File: src/rtl/ssort_pkg.sv
// Shared types for the selection sorter: the word that moves between cells
// and the controller state. No dependencies.
package ssort_pkg;

   localparam int unsigned WORD_WIDTH = 32;

   typedef struct packed {
      logic                         valid;
      logic signed [WORD_WIDTH-1:0] value;
   } slot_type;

   typedef enum logic [1:0] {
      ST_LOAD,
      ST_SETTLE,
      ST_DRAIN
   } state_type;

endpackage

File: src/rtl/ssort_cell.sv
// One cell of the sorting chain: keeps the smaller of its word and the
// incoming word, passes the larger on; shifts toward the head when draining.
// Depends on ssort_pkg.
module ssort_cell (
   input  logic              clock,
   input  logic              reset,
   input  logic              shift,
   input  ssort_pkg::slot_type left_in,
   input  ssort_pkg::slot_type right_slot,
   output ssort_pkg::slot_type pass_out,
   output ssort_pkg::slot_type held_out
);
   import ssort_pkg::*;

   slot_type held_ff, held_in;
   slot_type pass_ff, pass_in;

   always_comb begin
      held_in       = held_ff;
      pass_in.valid = 1'b0;
      pass_in.value = left_in.value;
      if (shift) begin
         held_in = right_slot;
      end else if (left_in.valid) begin
         if (!held_ff.valid) begin
            held_in = left_in;
         end else if (left_in.value < held_ff.value) begin
            held_in = left_in;
            pass_in = held_ff;
         end else begin
            pass_in = left_in;
         end
      end
   end

   always_ff @(posedge clock) begin
      if (reset) begin
         held_ff.valid <= 1'b0;
         pass_ff.valid <= 1'b0;
      end else begin
         held_ff <= held_in;
         pass_ff <= pass_in;
      end
   end

   assign pass_out = pass_ff;
   assign held_out = held_ff;

endmodule

File: config.mk
export PLATFORM = sky130hd
export DESIGN_NAME = ssort_cell
export DESIGN_NICKNAME = d
export VERILOG_FILES = /design/src/rtl/ssort_pkg.sv /design/src/rtl/ssort_cell.sv
export SDC_FILE = /design/constraint.sdc
export NUM_CORES = 1
export LEC_CHECK = 0
export ABC_AREA = 0
export BUFFER_PORTS_ARGS = -buffer_cell sky130_fd_sc_hd__buf_4
export CORE_UTILIZATION = 54
export DETAILED_ROUTE_END_ITERATION = 16
export GPL_TIMING_DRIVEN = 0
export PLACE_DENSITY = 0.82
export SYNTH_ARGS = -nofsm -noshare
export SYNTH_HDL_FRONTEND = slang
export SYNTH_SLANG_ARGS = --single-unit
File: constraint.sdc
create_clock -name clock -period 4.9 [get_ports clock]
set_input_delay 0.245 -clock clock [delete_from_list [all_inputs] [get_ports clock]]
set_output_delay 0.245 -clock clock [all_outputs]
set_load 0.1 [all_outputs]
Word-level counts from Yosys, hierarchy flattened
Cells that the tools add are included.
{"block": "op_classes", "magnitude_cmp": 1, "bitwise_logic": 3, "muxes": 8, "reduce_logical": 3, "n_eq_ne": 1}
{"operator": "$mux W32", "n": 6}
{"operator": "$mux W33", "n": 2}
{"operator": "$lt A32 B32 Y1", "n": 1}
{"operator": "$reduce_or A4 Y1", "n": 1}
{"operator": "$ne A3 B2 Y1 const B", "n": 1}
{"operator": "$not A1 Y1", "n": 3}
{"operator": "$reduce_and A3 Y1", "n": 1}
{"operator": "$reduce_bool A2 Y1", "n": 1}
{"block": "totals", "reg_bits": 66, "wordCells": 20}

Logic depth before layout (Yosys ltp)
Gate-level depths: netlist of run 1.
{"block": "depth", "depth_word": 5, "mapped_depth": 11, "mapped_depth_nobuf": 9}

Worst setup path before layout of run 1
OpenSTA, ideal clock, no wires.
{"block": "synth_path", "kind": "flip-flop to flip-flop", "start": "reg held_ff, in the netlist held_out[2]", "end": "reg held_ff, in the netlist held_out[0] (enable)", "setup_time_ps": 441, "t_required_ps": 4459, "stages_incl_launch_ff": 11, "path_slack_ps": 116, "arrival_time_ps": 4342, "synth_period_minus_slack_ps": 4784, "cell_sequence": "edfxtp_1 > inv_1 > ha_1 > a211o_1 > a31oi_1 > o311a_1 > nor3_2 > o31ai_2 > buf_6 > a21oi_1 > nor4_2"}
{"block": "synth_between", "elab_chain_len": 3}
{"element": "from (decl)", "line": "ssort_cell.sv:15", "rtl": "slot_type held_ff, held_in;"}
{"element": "from (signal assigned)", "line": "ssort_cell.sv:41", "rtl": "held_ff <= held_in;"}
{"element": "$lt A32 B32 Y1", "line": "ssort_cell.sv:27", "rtl": "end else if (left_in.value < held_ff.value) begin"}
{"element": "$ne A3 B2 Y1 (no line)"}
{"element": "$reduce_and A3 Y1 (no line)"}
No other way between the ends.
A chain may end at the register's enable or synchronous reset.

Final worst setup path of run 1
{"block": "layout_path", "start": "reg held_ff, in the netlist held_out[23]", "end": "reg held_ff, in the netlist held_out[19] (enable)"}
Same word-level chain as after synthesis.

==> flow_summary_export.csv, run 1 <==
group,metric,value,unit
sta,finalHoldViolCount,0,
synthesis,synth_top_area_frac,0.381,
critical_path,path_class,"register to register",
power,total_power,2.02,mW
power,swShare,0.411,
flow_run,max-cap-violations,0,
critical_path,worstPathRequired,4.95,ns
synthesis,synth-seq-area-share,0.389,
global_routing,overflow,0,
synthesis,synth_nets,616,
sta,worst_pin_slew,0.744,ns
power,leakage,2.71,nW
cts,numCtsBuffers,9,
power,p_int,1.19,mW
critical_path,worst_ep_arrival_time,3.35,ns
sta,max_freq,303,MHz
cells_and_area,mostFrequentLayoutCell,"buf_4",
global_routing,grt_max_degree,33,
routing,via_count,4970,
power,clock_power_share,0.253,
routing,vias_per_cell,6.40,
routing,drt_pass1_iterations,5,
floorplanning,core_region_area,0.00889,mm²
floorplanning,die_x,98.6,µm
sta,fin_tns_setup,0,ns
routing,drt_iter0_drc,498,
synthesis,synthAdderAreaFrac,0.0769,
worst_hold_path,hold_path.class,"input port to register",
placement,preCtsSetupSlack,1.68,ns
sta,worst_clock_skew,0.0107,ns
synthesis,syn_area,0.00504,mm²
power,combPwrFrac,0.398,
cts,cts-root-buf,"clkbuf_8",
sta,setup_ws,1.60,ns
outcome,status,"finished, final reports clean",
cells_and_area,fin_nets,763,
routing,postRouteAntennaNets,0,
routing,drt-total-wl,15100,µm
cells_and_area,final_cell_area,0.00645,mm²
cts,postCtsSetupBuffers,0,
global_routing,antenna_found_initial,0,
sta,rsz0062_at_grt,"false",
floorplanning,rows,34,
cts,clockBufferDepth,2,
synthesis,synth_seq_cells,66,
floorplanning,start_util,0.567,
cells_and_area,mostFrequentLayoutCells,"buf_4, nand2_1, edfxtp_1",
critical_path,reg2reg_slack,1.60,ns
placement,dp_hpwl,10900,µm
cells_and_area,utilization,0.725,
sta,slew_headroom,0.501,
synthesis,synth_top_area_cell,"edfxtp_1",
routing,routedWlPerCell,19.5,µm
synthesis,syn_avg_cell_area,9.77,µm²
sta,slew_violations,0,
critical_path,worstSetupEndpointType,"register",
critical_path,reg2reg_depth,10,
synthesis,muxShareOfSynthArea,0.0737,
synthesis,synth_top_family_by_area,"simple AND/OR/NAND/NOR gates",
sta,hold_slack,0.0981,ns
synthesis,syn_inst,516,
cts,htreeDepth,3,
cts,cts_num_sinks,66,
cts,cts_hold_buf,0,
worst_hold_path,hold_depth,2,
placement,globalplace.congestion,0.890,
placement,numPortBuffers,133,
synthesis,synthTopCellsByArea,"edfxtp_1, ha_1, mux2_2, a311oi_2, nand2_1",
cts,clock_latency,0.35,ns
power,ir_drop,0.154,mV
global_routing,grt_usage,0.311,
routing,drc,0,
cts,cts_tree,"built",
cells_and_area,syn2layout_area_growth,27.9,%
sta,setup_viol,0,
power,seq_power_share,0.349,
cells_and_area,final_cells,776,
cells_and_area,antenna_cells,0,
synthesis,synthDistinctLibCells,38,
cts,cts_resized,0,
synthesis,synth_xor_area_frac,0,
synthesis,synth-compound-area-share,0.187,
floorplanning,die_h,98.6,µm
floorplanning,pin_count,135,
cells_and_area,drive_above_1_share,0.328,
critical_path,cp_max_fo,14,
critical_path,cp-start-kind,"register",
synthesis,synth_simple_gate_area_share,0.210,
global_routing,grt_pass1_vias,4852,
power,p_switching,0.829,mW
placement,post_dp_cell_area,0.00621,mm²
sta,fin_crit_sh,0.674,
sta,post-route-min-period,3.30,ns
cts,path_clk_slew,0.08,ns
placement,dp_cells,759,
global_routing,grt_pass1_wl,23800,µm
power,p_per_area,313,mW/mm²
synthesis,synth_warnings,0,
floorplanning,die_area,0.00973,mm²
registers in the layout, indices dropped and copies added (netlist names):
name and count:
held_out 33, pass_out 33
kinds of logic (layout without fill, tap and decap cells):
family,count (synthesis),after routing
buffers and inverters,76,228
AO/OA/AOI/OAI,119,119
AND/OR/NAND/NOR,191,191
adder cells (fa/ha/maj),31,31
flip-flops,66,66
multiplexers,33,33
area by class of cell:
| type | instances | area [µm²] |
|---|---|---|
| repair buffers | 136 | 1050 |
| multi-input cells | 374 | 2770 |
| clock inverters | 6 | 81.3 |
| fillers | 664 | 2440 |
| plain buffers | 44 | 203 |
| flip-flops and latches | 66 | 1960 |
| inverters | 32 | 120 |
| well taps | 108 | 135 |
| clock buffers | 10 | 128 |
per-layer routing:
| layer | track usage | share of wire | vias up |
|---|---|---|---|
| li1 | - | - | 2257 |
| met1 | 0.404 | 0.40 | 2342 |
| met2 | 0.522 | 0.48 | 330 |
| met3 | 0.0482 | 0.095 | 41 |
| met4 | 0.125 | 0.026 | 0 |
| met5 | 0 | 0 | - |
Yosys cell counts:
library cell / instances
buf_6: 3
nor4_2: 2
or3_1: 30
ha_1: 31
a311oi_2: 19
buf_1: 3
buf_4: 1
edfxtp_1: 64
nor3b_1: 31
nor2_1: 7
and2_1: 1
nor3_1: 1
mux2_1: 1
nor3_2: 1
inv_1: 32
nand3_1: 4
and4b_1: 1
a221oi_2: 1
o311a_1: 1
a311oi_1: 12
a21o_1: 2
clkbuf_1: 28
nand3b_1: 1
and3_1: 32
dfxtp_1: 2
mux2_2: 32
nand4_1: 7
nor2b_1: 1
nand2b_1: 1
nand2_1: 70
buf_2: 9
or2b_1: 1
a31oi_1: 1
o211ai_1: 31
a21oi_1: 46
o31ai_2: 1
o21ai_0: 4
a211o_1: 1
power groups by stage:
stage	logic, mW	registers, mW	clock network, mW
3_5_place_dp	0.789	0.715	0
6_report	0.802	0.704	0.510
3_3_place_gp	0.768	0.716	0
2_1_floorplan	0.268	1.02	0
5_1_grt	0.838	0.708	0.537
4_1_cts	0.791	0.704	0.514
final timing paths:
check	from	to
worst max-delay path	held_out[23]$_DFFE_PP_	held_out[19]$_DFFE_PP_
worst min-delay path	reset	held_out[32]$_SDFFE_PP0P_
worst max register to register	held_out[23]$_DFFE_PP_	held_out[19]$_DFFE_PP_
worst min register to register	held_out[31]$_DFFE_PP_	pass_out[31]$_DFFE_PN_
critical path, stage by stage (launching register included):
cell and delay, ns:
edfxtp_1 0.45, inv_1 0.10, ha_1 0.25, a21oi_1 0.14, o21ai_0 0.13, a221oi_2 0.27
and3_1 0.21, clkbuf_1 0.43, a21oi_1 0.20, nor4_4 0.54, buf_6 0.26
No activity file was read; power rests on OpenSTA's default activity.
==> inputs of run 2 (changes only) <==
==> constraint.sdc (replaced) <==
create_clock -name clock -period 3.2 [get_ports clock]
set_input_delay 0.16 -clock clock [delete_from_list [all_inputs] [get_ports clock]]
set_output_delay 0.16 -clock clock [all_outputs]
set_load 0.1 [all_outputs]
==> run 2 against run 1 <==
  * Design area did not move
  * Non-clock buffer count rose by 1
  * Critical path depth rose by 1
  * Total power rose by 50%
  * Routed wire length rose by 0.35%
  * Via count rose by 1.8%
  * Global-route usage rose by 0.22 points
  * Critical path type unchanged
==> flow_summary_export.csv, run 2 (synthesis results as in run 1) <==
group,metric,value,unit
outcome,status,"finished, final reports clean",
sta,fin_crit_sh,0.925,
sta,post-route-min-period,2.96,ns
cts,clock_latency,0.36,ns
global_routing,antenna_found_initial,0,
power,total_power,3.02,mW
cells_and_area,antenna_cells,0,
global_routing,use_met1,0.401,
cts,cts-root-buf,"clkbuf_8",
cells_and_area,syn2layout_area_growth,27.9,%
floorplanning,die_h,98.6,µm
floorplanning,start_util,0.567,
cts,htreeDepth,3,
sta,worst_pin_slew,0.680,ns
global_routing,grt_usage,0.313,
floorplanning,pin_count,135,
critical_path,cp-start-kind,"register",
routing,vias_per_cell,6.51,
sta,slew_headroom,0.546,
routing,drt_iter0_drc,388,
global_routing,grt.busiest_layer,"met2",
floorplanning,core_region_area,0.00889,mm²
power,p_per_area,469,mW/mm²
cells_and_area,final_cell_area,0.00645,mm²
cells_and_area,fin_nets,764,
cts,cts_resized,0,
placement,preCtsSetupSlack,0.116,ns
global_routing,grt_pass1_wl,23800,µm
global_routing,grt_max_degree,33,
placement,globalplace.congestion,0.929,
cts,cts_tree,"built",
sta,finalHoldViolCount,0,
critical_path,path_class,"register to register",
power,ir_drop,0.268,mV
placement,numPortBuffers,133,
floorplanning,die_x,98.6,µm
power,leakage,2.71,nW
sta,max_freq,338,MHz
placement,post_dp_cell_area,0.00622,mm²
placement,dp_hpwl,11000,µm
global_routing,global_route.usage.met2,0.522,
cts,cts_num_sinks,66,
sta,setup_ws,0.239,ns
cells_and_area,drive_above_1_share,0.330,
flow_run,max-cap-violations,0,
routing,drt-total-wl,15200,µm
cts,numCtsBuffers,9,
cts,path_clk_slew,0.07,ns
floorplanning,die_area,0.00973,mm²
floorplanning,rows,34,
cells_and_area,final_cells,777,
routing,drc,0,
routing,postRouteAntennaNets,0,
cells_and_area,mostFrequentLayoutCell,"buf_4",
cts,clockBufferDepth,2,
sta,hold_slack,0.0225,ns
sta,setup_viol,0,
critical_path,worstPathRequired,3.24,ns
routing,via_count,5059,
worst_hold_path,hold_path.class,"input port to register",
sta,rsz0062_at_grt,"false",
critical_path,cp_max_fo,14,
critical_path,worst_ep_arrival_time,3.00,ns
global_routing,overflow,0,
cells_and_area,fillers,674,
cts,postCtsSetupBuffers,0,
routing,routedWlPerCell,19.5,µm
cells_and_area,mostFrequentLayoutCells,"buf_4, nand2_1, edfxtp_1",
global_routing,use_met3,0.0546,
placement,dp_cells,759,
routing,drt_pass1_iterations,5,
sta,worst_clock_skew,0.0189,ns
critical_path,worstSetupEndpointType,"register",
cts,cts_hold_buf,0,
sta,slew_violations,0,
global_routing,grt_pass1_vias,4945,
## run 2: through the flow
stage               utilization  setup TNS (ns)
finish                    0.725               0
floorplan                     -          -26.44
CTS                       0.721               0
global route              0.725               0
global placement          0.697          -28.04
detailed placement        0.700               0
## run 2: path summary, 6_finish.rpt
check                          from                 endpoint  depth (start not counted)  slack [ns]
max           held_out[2]$_DFFE_PP_   held_out[18]$_DFFE_PP_                         11        0.24
min                           reset  pass_out[32]$_SDFF_PP0_                          2        0.02
min reg2reg  held_out[31]$_DFFE_PP_   pass_out[31]$_DFFE_PN_                          1        0.64
max reg2reg   held_out[2]$_DFFE_PP_   held_out[18]$_DFFE_PP_                         11        0.24
## run 2: critical path, cell delays in order (launching register included)
cell	delay, ns
edfxtp_1	0.43
inv_1	0.09
ha_1	0.23
a211o_1	0.29
a31oi_1	0.15
o311a_1	0.22
nor3_2	0.06
o31ai_2	0.24
buf_6	0.20
a21oi_4	0.07
nor4_4	0.40
buf_6	0.25
## run 2: layer usage
metal	routed length, µm	vias up	part of all wire
li1	-	2256	-
met1	6040	2406	0.40
met2	7370	361	0.49
met3	1450	36	0.095
met4	332	0	0.022
met5	0	-	0
## run 2: layout make-up
class / instances / area, µm² / area share
multi-input combinational: 374 / 2780 / 0.431
sequential: 66 / 1960 / 0.304
buffer: 44 / 204 / 0.0316
inverter: 32 / 120 / 0.0186
tap: 108 / 135 / 0.0210
clock buffer: 13 / 149 / 0.0231
clock inverter: 3 / 40.0 / 0.00621
timing repair buffer: 137 / 1060 / 0.164
## run 2: where the power goes
group | switching, mW | internal (mW)
logic | 0.889 | 0.346
clock network | 0.331 | 0.380
registers | 0.0381 | 1.04
total | 1.26 | 1.77
