File: config.mk
export PLATFORM = sky130hd
export DESIGN_NAME = ssort_ctrl
export DESIGN_NICKNAME = d
export VERILOG_FILES = /design/src/rtl/ssort_pkg.sv /design/src/rtl/ssort_ctrl.sv
export SDC_FILE = /design/constraint.sdc
export NUM_CORES = 1
export LEC_CHECK = 0
export CORE_AREA = 2 2 49 42
export CTS_CLUSTER_SIZE = 28
export DETAILED_ROUTE_END_ITERATION = 10
export DIE_AREA = 0 0 51 44
export DONT_BUFFER_PORTS = 1
export GPL_TIMING_DRIVEN = 0
export HOLD_SLACK_MARGIN = 0.1
export MAX_ROUTING_LAYER = met4
export PLACE_DENSITY = 0.6
export SLEW_MARGIN = 40
export SYNTH_ARGS = -nofsm -noshare
export SYNTH_HDL_FRONTEND = slang
export SYNTH_SLANG_ARGS = --single-unit
File: constraint.sdc
create_clock -name clock -period 3.37 [get_ports clock]
set_input_delay 0.1685 -clock clock [delete_from_list [all_inputs] [get_ports clock]]
set_output_delay 0.1685 -clock clock [all_outputs]
set_load 0.02 [all_outputs]
File: src/rtl/ssort_pkg.sv
// Shared types for the selection sorter: the word that moves between cells
// and the controller state. No dependencies.
package ssort_pkg;

   localparam int unsigned WORD_WIDTH = 32;

   typedef struct packed {
      logic                         valid;
      logic signed [WORD_WIDTH-1:0] value;
   } slot_type;

   typedef enum logic [1:0] {
      ST_LOAD,
      ST_SETTLE,
      ST_DRAIN
   } state_type;

endpackage

File: src/rtl/ssort_ctrl.sv
// Load / settle / drain sequencer for the sorter: counts words, tracks
// overflow and times the chain. Depends on ssort_pkg.
module ssort_ctrl #(
   parameter int unsigned DEPTH = 32
) (
   input  logic clock,
   input  logic reset,
   input  logic req_valid,
   input  logic req_last,
   input  logic rsp_ready,
   output logic req_ready,
   output logic inject,
   output logic rsp_valid,
   output logic rsp_last,
   output logic rsp_dropped,
   output logic shift
);
   import ssort_pkg::*;

   localparam int unsigned CW = $clog2(DEPTH + 1);
   localparam int unsigned SW = $clog2(DEPTH);

   state_type      state_ff, state_in;
   logic [CW-1:0]  count_ff, count_in;
   logic [SW-1:0]  settle_ff, settle_in;
   logic           over_ff, over_in;
   logic           take, room, give;

   assign room = count_ff < CW'(DEPTH);
   assign take = req_valid && req_ready;
   assign give = rsp_valid && rsp_ready;

   always_comb begin
      state_in = state_ff;
      unique case (state_ff)
         ST_LOAD:   if (take && req_last) state_in = ST_SETTLE;
         ST_SETTLE: if (settle_ff == SW'(DEPTH - 1)) state_in = ST_DRAIN;
         ST_DRAIN:  if (give && count_ff == CW'(1)) state_in = ST_LOAD;
         default:   state_in = ST_LOAD;
      endcase
   end

   always_comb begin
      req_ready = 1'b0;
      rsp_valid = 1'b0;
      unique case (state_ff)
         ST_LOAD:   req_ready = 1'b1;
         ST_SETTLE: ;
         ST_DRAIN:  rsp_valid = 1'b1;
         default:   ;
      endcase
   end

   assign inject      = take && room;
   assign shift       = give;
   assign rsp_last    = count_ff == CW'(1);
   assign rsp_dropped = over_ff;

   always_comb begin
      count_in  = count_ff;
      over_in   = over_ff;
      settle_in = '0;
      if (inject) count_in = count_ff + CW'(1);
      if (take && !room) over_in = 1'b1;
      if (state_ff == ST_SETTLE) settle_in = settle_ff + SW'(1);
      if (give) begin
         count_in = count_ff - CW'(1);
         if (count_ff == CW'(1)) over_in = 1'b0;
      end
   end

   always_ff @(posedge clock) begin
      if (reset) begin
         state_ff  <= ST_LOAD;
         count_ff  <= '0;
         over_ff   <= 1'b0;
         settle_ff <= '0;
      end else begin
         state_ff  <= state_in;
         count_ff  <= count_in;
         over_ff   <= over_in;
         settle_ff <= settle_in;
      end
   end

endmodule

# == Word level (Yosys, flattened, before mapping) ==
# Cells that the tools add are included.
# op_classes
bitwise_logic,1
multipliers,0
n_reduce_logical,11
eq_ne,7
div_mod_pow,0
n_mux,11
order_cmp,1
n_shift,0
n_addsub,3
# op_table
cell,count
6-bit 2-to-1 mux,2
"6-bit by 1-bit adder with 6-bit output, second input constant",1
"6-bit by 1-bit equality test with 1-bit output, second input constant",1
1-bit logical AND,6
"6-bit less-than comparator, second input constant",1
2-bit 2-to-1 mux,3
"2-bit inequality test, second input constant",3
2-bit case mux with 3 select lines,1
"6-bit by 1-bit subtractor with 6-bit output, second input constant",1
"5-bit by 1-bit adder with 5-bit output, second input constant",1
"5-bit equality test, second input constant",1
1-bit 2-to-1 mux,5
3-bit AND reduction,1
"2-bit by 1-bit equality test with 1-bit output, second input constant",1
"2-bit equality test, second input constant",1
2-bit logical NOT,1
2-bit nonzero test,1
2-bit OR reduction,1
1-bit logical NOT,1
1-bit inverter,1
# word_totals
ramBits,0
mem_count,0
inputBits,5
word_cells,38
latchBits,0
reg_bits,14
mem_bits_ro,0
output_inout_bits,6

# == Longest topological paths before layout ==
# Gate-level depths: netlist of run 1.
# logic_depth
depth_word,7
ltp_mapped,6

# == Worst setup path before layout of run 1 ==
# OpenSTA, ideal clock, no wires.
# synth_path
path_kind,register -> register
startpoint,reg state_ff[0]
endpoint,reg count_ff[4]
n_path_buf,1
setup_slack_ns,1.786
setup_time_ns,0.123
stages_incl_launch_ff,5
t_arrival_ns,1.460
required_ns,3.247
synth_period_minus_slack_ns,1.584
path_cell_list,dfxtp_1 buf_6 nor4b_4 a41oi_1 mux2_1
# synth_between
elab_chain_cells,5
elab_cells_between_ends,9
# synth_lines
element,line,text
start: declaration,ssort_ctrl.sv:23,"state_type state_ff, state_in;"
start signal: assignment,ssort_ctrl.sv:79,state_ff <= state_in;
2-bit logical NOT,ssort_ctrl.sv:46,unique case (state_ff)
1-bit 2-to-1 mux,ssort_ctrl.sv:46,
1-bit logical AND,ssort_ctrl.sv:30,assign take = req_valid && req_ready;
1-bit logical AND,ssort_ctrl.sv:54,assign inject = take && room;
net inject,ssort_ctrl.sv:12,"output logic inject,"
2-bit nonzero test (no line),-,
end signal: assignment,ssort_ctrl.sv:80,count_ff <= count_in;
end: declaration,ssort_ctrl.sv:24,"logic [CW-1:0] count_ff, count_in;"
# The timed path passes the listed nets, and every way through them passes these cells.
# A chain may end at the register's enable or synchronous reset.

# == Worst setup path after layout of run 1 ==
# Ends and elaborated chain as after synthesis.

==> metrics.csv, run 1 <==
stage,metric,value,unit
worst_setup_path,path_class,reg -> reg,
power_and_ir_drop,power.share.clock,0.361,
synth,yosysSeqAreaShare,0.3829,
timing,relSlewSlack,0.5468,
global_route,grt_pass1_wl,2235,um
synth,yosys.area.top_type,dfxtp_1,
drt,wl_per_cell,11.93,um
timing,min_period_over_period,0.5125,
run,drv_cap,0,
synth,syn-num-nets,85,
timing,setup_viol,0,
placed_design,io_buffers,0,
synth,synth_top_area_frac,0.3829,
placed_design,dp_worst_setup_slack,1640,ps
synth,yosysWarnings,0,
cts,cts_buffers,3,
drt,routed_wl,1241,um
worst_setup_path,cp-start-kind,register,
synth,synth.area.top_cells,"dfxtp_1 38%, ha_1 8.5%, nor2_1 5.1%",
cells_and_area,final_cells,104,
cts,cts_resized,0,
worst_setup_path,end_kind,register,
cts,cts.path.max_buffers,2,
placed_design,gp_congestion,0.7846,
placed_design,dp_cells,99,
floorplan,die_w,51,um
drt,avgViaCountPerCell,5.038,
synth,synth-xor-area-share,0.04786,
drt,drc_errors,0,
synth,synthSimpleGateAreaFrac,0.3043,
timing,fin_worst_skew,7.487,ps
floorplan,core_area,0.001769,mm^2
synth,postSynthAreaPerCell,9.759,um^2
timing,fmax,578.9,MHz
synth,synth_cells,75,
power_and_ir_drop,pwr-share-seq,0.522,
cts,cts_sinks,14,
placed_design,dpl.hpwl,927.8,um
power_and_ir_drop,p_int,251.6,uW
cells_and_area,diodes,0,
cts,root_buffer,clkbuf_4,
cts,cts_setup_buffers,0,
synth,synth.ff_latch_count,14,
timing,fin_crit,1727,ps
drt,ant_nets,0,
cts,htreeDepth,1,
cts,insertion_delay,280,ps
cells_and_area,area_growth_syn_to_layout,10.43,%
synth,muxShareOfSynthArea,0.04615,
power_and_ir_drop,p_sw_frac,0.2464,
timing,finalHoldViolCount,0,
timing,worstMarginPinSlew,677.0,ps
floorplan,core.rowCount,14,
synth,synth_cell_types,33,
power_and_ir_drop,p_total,333.8,uW
timing,drv_slew,0,
power_and_ir_drop,p_leak,0.3516,nW
cts,hold_buffers,1,
cells_and_area,nets,91,
cells_and_area,drive_gt1_frac,0.1875,
cells_and_area,nFillCells,173,
drt,first_pass_iters,2,
timing,rsz0062_at_grt,no,
power_and_ir_drop,power-per-cell-area,413.0,mW/mm^2
worst_setup_path,crit_required,3550,ps
synth,synth_area,732.0,um^2
drt,drt_iter0_markers,3,
synth,synth_compound_area_frac,0.09744,
cells_and_area,fin_util,0.4569,
cts,cts_tree,done,
power_and_ir_drop,p_comb_frac,0.117,
timing,worst_slack,1643,ps
global_route,grt_max_degree,11,
timing,finalSetupTns,0,ps
synth,synth_fa_ha_area_frac,0.08547,
status,status,"finished, final reports clean",
global_route,grt_pass1_vias,495,
floorplan,io_pins,11,
power_and_ir_drop,p_switching,82.25,uW
cts,clk_pin_slew_worst_paths,90,ps
floorplan,start_util,0.4137,
worst_setup_path,critical_path.max_fanout,9,
hold_path,hold_path.class,in -> reg,
global_route,overflow,0,
drt,via_count,524,
worst_setup_path,cp.arrival,1900,ps
synth,synth_top_family_by_area,simple AND/OR/NAND/NOR gates,
power_and_ir_drop,peakVddDrop,0.1433,mV
global_route,grt_usage,0.1444,
floorplan,die_h,44,um
global_route,antenna_found_initial,0,
floorplan,dieArea,0.002244,mm^2
[cell usage after synthesis]
cell,number
dfxtp_1,14
nor2_1,10
ha_1,5
a21oi_1,3
nand2_1,3
nor2b_1,3
a31oi_1,2
and3_1,2
and3_2,2
inv_1,2
mux2_2,2
nand3_1,2
nand4_1,2
nor3_1,2
xnor2_1,2
xor2_1,2
a211o_1,1
a21oi_2,1
a22oi_1,1
a32o_1,1
a41oi_1,1
and2b_1,1
and3b_1,1
buf_6,1
clkbuf_1,1
inv_2,1
mux2_1,1
nand3b_4,1
nor2_2,1
nor4_1,1
nor4b_2,1
nor4b_4,1
or2b_1,1
[critical path, stage by stage, from the launching register on]
cell,delay [ps]
dfxtp_1,310
buf_6,130
nor4b_4,640
a41oi_1,210
mux2_1,330
[sequential cells by signal, indices dropped and copies added, names as in the netlist]
| signal | count |
|---|---|
| count_ff | 6 |
| state_ff | 2 |
| settle_ff | 5 |
| rsp_dropped | 1 |
[cells in the final DEF (no fill, tap or decap), types with 2 or more instances in the layout]
cell type  instances
a21oi_1            3
a31oi_1            2
and3_1             2
and3_2             2
clkbuf_4           3
dfxtp_1           14
ha_1               5
inv_1              2
mux2_2             2
nand2_1            3
nand3_1            2
nand4_1            2
nor2_1            10
nor2b_1            3
nor3_1             2
xnor2_1            2
xor2_1             2
[stage by stage]
stage / hold WS (ps) / cell area (um^2)
floorplan: 355.5 / 732.0
global placement: 364.9 / 762.0
detailed placement: 377.4 / 762.0
CTS: 117.4 / 808.3
global route: 119.8 / 808.3
finish: 130.2 / 808.3
[layer usage]
| metal | up-vias | track usage | part of all wire | wire, um |
|---|---|---|---|---|
| met5 | - | - | 0 | 0 |
| met4 | 0 | 0.09730 | 0.027 | 34 |
| met3 | 4 | 0.04828 | 0.063 | 78 |
| met2 | 13 | 0.1792 | 0.38 | 472 |
| met1 | 226 | 0.1936 | 0.53 | 656 |
| li1 | 281 | - | - | - |
[kinds of logic (layout without fill, tap and decap cells)]
family,Yosys count,in the layout
buffers and inverters,5,10
XOR/XNOR,4,4
flip-flops,14,14
AO/OA/AOI/OAI,10,10
adder cells (fa/ha/maj),5,5
multiplexers,3,3
AND/OR/NAND/NOR,34,34
[cell type report]
class                   instances  area, um^2  share of cell area
repair buffers                  1       10.01             0.01238
clock buffers                   4       36.28             0.04489
inverters                       3       11.26             0.01393
multi-input cells              56       425.4              0.5263
plain buffers                   2       15.01             0.01858
flip-flops and latches         14       280.3              0.3467
well taps                      24       30.03             0.03715
[final timing paths]
kind | from | endpoint | slack, ps | cells after the start
worst max-delay path | state_ff[0]$_SDFFE_PP0P_ | count_ff[4]$_SDFFE_PP0P_ | 1640 | 4
worst min-delay path | req_valid | state_ff[0]$_SDFFE_PP0P_ | 130 | 3
worst max register to register | state_ff[0]$_SDFFE_PP0P_ | count_ff[4]$_SDFFE_PP0P_ | 1640 | 4
worst min register to register | settle_ff[0]$_SDFF_PP0_ | settle_ff[0]$_SDFF_PP0_ | 450 | 1
[power groups by stage]
| stage | Combinational, mW | Clock (mW) | Sequential (mW) |
|---|---|---|---|
| 2_1_floorplan | 0.0323 | 0 | 0.177 |
| 3_3_place_gp | 0.0376 | 0 | 0.178 |
| 3_5_place_dp | 0.0379 | 0 | 0.178 |
| 4_1_cts | 0.0390 | 0.127 | 0.174 |
| 5_1_grt | 0.0440 | 0.131 | 0.175 |
| 6_report | 0.0391 | 0.121 | 0.174 |
No activity file was read; power rests on OpenSTA's default activity.
==> inputs of run 2 (changes only) <==
- ABC_AREA: not set -> 1
- CORE_AREA: 2 2 49 42 -> 2 2 50 42
- DIE_AREA: 0 0 51 44 -> 0 0 52 44
- PLACE_DENSITY: 0.6 -> 0.63
- clock period: 3.37 -> 1.5 ns (I/O delays scaled with it)
==> run 2 against run 1 <==
Against the previous run:
- global-route usage is 1.7 points higher
- first-iteration DRC count grew to 3.3 times the previous value
- fmax is 27% higher
- via count is 29% higher
- clock skew is 5.3 ps lower
- synthesized cell count is 45% higher
- clock power is 120% higher
- critical path depth is 3 higher
- power is 130% higher
- sequential share of layout area is 2.9 points lower
- final cell count is 36% higher
- critical path type unchanged
- largest cell class unchanged
==> metrics.csv, run 2 <==
stage,metric,value,unit
timing,finalSetupTns,0,ps
global_route,grt_pass1_vias,605,
cts,cts_sinks,14,
floorplan,io_pins,11,
cells_and_area,final_cells,141,
status,status,"finished, final reports clean",
hold_path,whs_endpoint,count_ff[2]$_SDFFE_PP0P_,
floorplan,core_area,0.001804,mm^2
synth,synth_common_cells,"32 x nand2_1, 14 x dfxtp_1, 14 x nor2_1, 11 x inv_1, 9 x a21oi_1",
hold_path,min_from,req_valid,
global_route,grt_usage,0.1613,
synth,synth.most_common_cell,nand2_1,
drt,via_count,674,
cts,cts_buffers,3,
worst_setup_path,cpMostUsedCell,nand2_1,
worst_setup_path,crit_family,simple AND/OR/NAND/NOR gates,
global_route,grt_pass1_wl,2566,um
power_and_ir_drop,peakVddDrop,0.4543,mV
drt,routed_wl,1495,um
synth,synth.area.top_cells,"dfxtp_1 36%, nand2_1 16%, ha_1 8.1%",
cells_and_area,nets,128,
synth,synthArstFlopShare,0,
timing,holdWs,131.4,ps
hold_path,hold_depth,3,
global_route,grt_max_degree,11,
timing,worst_slack,139.4,ps
synth,synth_edf_count,0,
drt,drt_iter0_markers,10,
cells_and_area,layout_common_cells,"32 x nand2_1, 14 x dfxtp_1, 13 x nor2_1",
worst_setup_path,path_buf_inv,1,
cells_and_area,diodes,0,
placed_design,dp_cells,133,
cells_and_area,nFillCells,179,
placed_design,io_buffers,0,
cells_and_area,largest_reg_flops,6,
worst_setup_path,crit_required,1670,ps
timing,min_period_over_period,0.9071,
worst_setup_path,cp.arrival,1530,ps
synth,yosysSeqAreaShare,0.3642,
floorplan,core.rowCount,14,
cts,clk_pin_slew_worst_paths,80,ps
timing,finalHoldViolCount,0,
worst_setup_path,path_class,reg -> reg,
global_route,overflow,0,
worst_setup_path,critical_path.max_fanout,4,
synth,ys.flop_type,dfxtp_1,
placed_design,dp_worst_setup_slack,34.04,ps
hold_path,hold_path.class,in -> reg,
global_route,antenna_found_initial,0,
synth,synth_cells,109,
cells_and_area,top_regs,"count_ff x6, settle_ff x5, state_ff x2",
synth,yosysWarnings,0,
timing,fin_crit,1361,ps
worst_setup_path,cp-start-kind,register,
placed_design,gp_congestion,0.8550,
timing,drv_slew,0,
cts,insertion_delay,280,ps
cells_and_area,area_growth_syn_to_layout,14.80,%
power_and_ir_drop,p_leak,0.4033,nW
worst_setup_path,crit_chain,"inv_1, ha_1, nand2_1, nor2_2, nand2_1, nand3_1, o31ai_1",
drt,wl_per_cell,10.60,um
timing,fmax,735.0,MHz
floorplan,start_util,0.4265,
synth,synth.ff_latch_count,14,
worst_setup_path,reg2reg_slack,140,ps
cells_and_area,regMostFlops,count_ff,
synth,synth_area,769.5,um^2
synth,postSynthAreaPerCell,7.060,um^2
cts,cts.path.max_buffers,2,
worst_setup_path,r2r_cells,7,
floorplan,die_w,52,um
synth,syn-num-nets,119,
worst_setup_path,end_kind,register,
worst_setup_path,r2r-end,state_ff[1]$_SDFFE_PP0P_,
worst_setup_path,reg2reg_from,count_ff[1]$_SDFFE_PP0P_,
synth,synth_top_area_frac,0.3642,
timing,relSlewSlack,0.7864,
floorplan,dieArea,0.002288,mm^2
synth,yosys.area.top_type,dfxtp_1,
cts,htreeDepth,1,
cts,cts_tree,done,
timing,setup_viol,0,
timing,fin_worst_skew,2.158,ps
cells_and_area,mostFrequentLayoutCell,nand2_1,
drt,avgViaCountPerCell,4.780,
timing,worstMarginPinSlew,320.0,ps
timing,rsz0062_at_grt,no,
cells_and_area,design_area,883.3,um^2
cts,cts_setup_buffers,0,
drt,first_pass_iters,4,
floorplan,die_h,44,um
run,drv_cap,0,
synth,synth_cell_types,20,
worst_setup_path,slowest_delay,350,ps
placed_design,dpl.hpwl,1171,um
cells_and_area,drive_gt1_frac,0.1197,
power_and_ir_drop,power-per-cell-area,862.0,mW/mm^2
worst_setup_path,slowest_stage,dfxtp_1,
cts,root_buffer,clkbuf_4,
placed_design,place_area,799.5,um^2
drt,ant_nets,0,
drt,drc_errors,0,
==> run 2: cell count changes in the layout (fill, tap and decap cells not counted), moves of 3 or more <==
cell,change
nand2_1,+29
inv_1,+9
a21oi_1,+6
o21ai_1,+4
dlygate4sd3_1,+3
nand3_1,+3
nor2_1,+3
nor2b_1,-3
==> run 2: cell type report <==
cell class,instances,area (um^2),share of cell area
buffer,1,5.005,0.005666
sequential,14,280.3,0.3173
multi-input combinational,81,441.7,0.5000
clock buffer,4,36.28,0.04108
inverter,13,50.05,0.05666
tap,24,30.03,0.03399
timing repair buffer,4,40.04,0.04533
==> run 2: cells by family (layout without fill, tap and decap cells) <==
group	Yosys count	after routing	share of synthesized area
XOR/XNOR	2	2	0.02277
AND/OR/NAND/NOR	59	59	0.3561
flip-flops	14	14	0.3642
AO/OA/AOI/OAI	15	15	0.1041
adder cells (fa/ha/maj)	5	5	0.08130
buffers and inverters	14	22	0.07153
==> run 2: worst max path at each step <==
stage	from	to	slack, ps	cells past startpoint
2_1_floorplan	count_ff[2]$_SDFFE_PP0P_	state_ff[1]$_SDFFE_PP0P_	210	7
3_3_place_gp	count_ff[1]$_SDFFE_PP0P_	state_ff[1]$_SDFFE_PP0P_	60	7
3_5_place_dp	count_ff[1]$_SDFFE_PP0P_	state_ff[1]$_SDFFE_PP0P_	30	7
4_1_cts	state_ff[1]$_SDFFE_PP0P_	inject	4	3
5_1_grt	count_ff[1]$_SDFFE_PP0P_	state_ff[1]$_SDFFE_PP0P_	30	7
6_report	count_ff[1]$_SDFFE_PP0P_	state_ff[1]$_SDFFE_PP0P_	140	7
==> run 2: through the flow <==
step	utilization	power, mW
2_1_floorplan	-	0.4701
3_3_place_gp	0.4431	0.4837
3_5_place_dp	0.4431	0.4863
4_1_cts	0.4868	0.7714
5_1_grt	0.4896	0.8094
6_report	0.4896	0.7615
==> run 2: timing repair <==
item / in CTS / in global routing
endpoints found under the hold margin: 13 / 0
endpoints found under the setup margin: 1 / 1
resized for setup: 1 / 1
hold buffers: 4 / 0
==> run 2: routing by layer <==
| layer | part of all wire | GRT usage | vias to the layer above | wire, um |
|---|---|---|---|---|
| li1 | - | - | 360 | - |
| met1 | 0.48 | 0.2021 | 296 | 716 |
| met2 | 0.45 | 0.2405 | 16 | 674 |
| met3 | 0.063 | 0.06207 | 2 | 94 |
| met4 | 0.0067 | 0.04737 | 0 | 10 |
| met5 | 0 | - | - | 0 |
==> run 2: power breakdown <==
part	switching (mW)	internal, mW	leakage, nW	total (mW)
combinational	0.0624	0.0370	0.269	0.0994
sequential	0.0108	0.381	0.114	0.392
clock	0.123	0.148	0.0210	0.270
total	0.196	0.566	0.403	0.761
==> run 2: tightest hold or removal path: cells and delay by family <==
family           cells  cell delay, ps
AO/OA/AOI/OAI        1              60
AND/OR/NAND/NOR      2             230
==> inputs of run 3 (changes only) <==
- PLACE_DENSITY: 0.63 -> 0.61
- clock period: 1.5 -> 1.52 ns (I/O delays scaled with it)
==> run 3 against run 2 <==
Against the previous run:
- routed wire length did not move
- worst hold slack gained 8.0 ps
- clock power about the same
- clock skew rose by 1.4 ps
==> metrics.csv, run 3 (synthesis results as in run 2) <==
stage,metric,value,unit
cells_and_area,diodes,0,
status,status,"finished, final reports clean",
timing,holdWs,139.4,ps
cts,insertion_delay,280,ps
cells_and_area,top_regs,"count_ff x6, settle_ff x5, state_ff x2",
global_route,grt.met1_usage,0.1979,
drt,wl_per_cell,10.60,um
cells_and_area,area_growth_syn_to_layout,14.80,%
cts,clk_pin_slew_worst_paths,90,ps
floorplan,start_util,0.4265,
worst_setup_path,r2r_cells,7,
cells_and_area,drive_gt1_frac,0.1197,
global_route,use_met3,0.05862,
power_and_ir_drop,peakVddDrop,0.4467,mV
placed_design,io_buffers,0,
timing,fmax,728.4,MHz
timing,fin_worst_skew,3.593,ps
drt,first_pass_iters,6,
drt,drt_iter0_markers,8,
hold_path,hold_path.class,in -> reg,
cts,cts_tree,done,
drt,ant_nets,0,
cells_and_area,mostFrequentLayoutCell,nand2_1,
global_route,grt_pass1_wl,2691,um
timing,finalHoldViolCount,0,
floorplan,die_h,44,um
timing,worstMarginPinSlew,311.8,ps
global_route,antenna_found_initial,0,
floorplan,dieArea,0.002288,mm^2
worst_setup_path,path_class,reg -> out,
global_route,grt_usage,0.1622,
global_route,met2_usage,0.2532,
floorplan,core_area,0.001804,mm^2
timing,worst_slack,147.2,ps
hold_path,hold_depth,3,
timing,drv_slew,0,
global_route,grt.busiest_layer,met2,
floorplan,core.rowCount,14,
placed_design,dp_worst_setup_slack,70.39,ps
timing,relSlewSlack,0.7919,
cts,htreeDepth,1,
placed_design,dpl.hpwl,1162,um
timing,finalSetupTns,0,ps
worst_setup_path,cp.arrival,1300,ps
drt,routed_wl,1495,um
worst_setup_path,crit_required,1440,ps
run,drv_cap,0,
power_and_ir_drop,power-per-cell-area,854.9,mW/mm^2
cts,cts_buffers,3,
drt,drc_errors,0,
worst_setup_path,cp-start-kind,register,
worst_setup_path,end_kind,output port,
worst_setup_path,critical_path.max_fanout,5,
cells_and_area,layout_common_cells,"32 x nand2_1, 14 x dfxtp_1, 13 x nor2_1",
drt,avgViaCountPerCell,4.965,
placed_design,gp_congestion,0.7985,
cells_and_area,largest_reg_flops,6,
cells_and_area,nets,128,
timing,min_period_over_period,0.9032,
cts,cts_setup_buffers,0,
power_and_ir_drop,p_leak,0.4033,nW
cells_and_area,regMostFlops,count_ff,
drt,via_count,700,
global_route,overflow,0,
worst_setup_path,reg2reg_slack,200,ps
cts,cts.path.max_buffers,2,
cts,cts_sinks,14,
cells_and_area,nFillCells,190,
floorplan,die_w,52,um
timing,setup_viol,0,
floorplan,io_pins,11,
global_route,grt_pass1_vias,671,
timing,rsz0062_at_grt,no,
timing,fin_crit,1373,ps
global_route,grt_max_degree,11,
cts,root_buffer,clkbuf_4,
run 3: power breakdown:
part	switching, mW	total [mW]	internal (mW)
registers	0.00980	0.386	0.376
logic	0.0638	0.101	0.0368
clock network	0.123	0.269	0.146
run 3: layout make-up:
cell class	count	area, um^2	area share
Multi-Input combinational cell	81	441.7	0.5000
Tap cell	24	30.03	0.03399
Buffer	1	5.005	0.005666
Sequential cell	14	280.3	0.3173
Timing Repair Buffer	4	40.04	0.04533
Inverter	13	50.05	0.05666
Clock buffer	4	36.28	0.04108
run 3: routing by layer:
layer  part of all wire  vias up
met3              0.045        2
met1               0.50      322
met2               0.45       15
li1                   -      361
met5                  0        -
met4             0.0080        0
run 3: worst paths after layout:
check / from / endpoint
setup / recovery: state_ff[1]$_SDFFE_PP0P_ / inject
hold / removal: req_valid / count_ff[1]$_SDFFE_PP0P_
setup reg to reg: count_ff[1]$_SDFFE_PP0P_ / state_ff[1]$_SDFFE_PP0P_
hold reg to reg: settle_ff[0]$_SDFF_PP0_ / settle_ff[0]$_SDFF_PP0_
run 3: what timing repair did:
item | 4_1_cts | 5_1_grt
gates resized for setup | 0 | 2
setup endpoints to repair | 0 | 4
hold buffers | 4 | 0
endpoints found under the hold margin | 13 | 0
run 3: per-stage QoR:
step	cell area, um^2	total power, mW	util	cells
after global placement	799.5	0.4773	0.4431	133
after floorplan	769.5	0.4639	-	109
after detailed placement	799.5	0.4810	0.4431	133
after CTS	875.8	0.7648	0.4854	141
final	883.3	0.7552	0.4896	141
after global routing	883.3	0.7922	0.4896	141
run 3: worst max-delay path: stages (launching register included):
cell and delay (ps):
dfxtp_1 400, nor2_4 230, nand3_2 190, inv_1 200
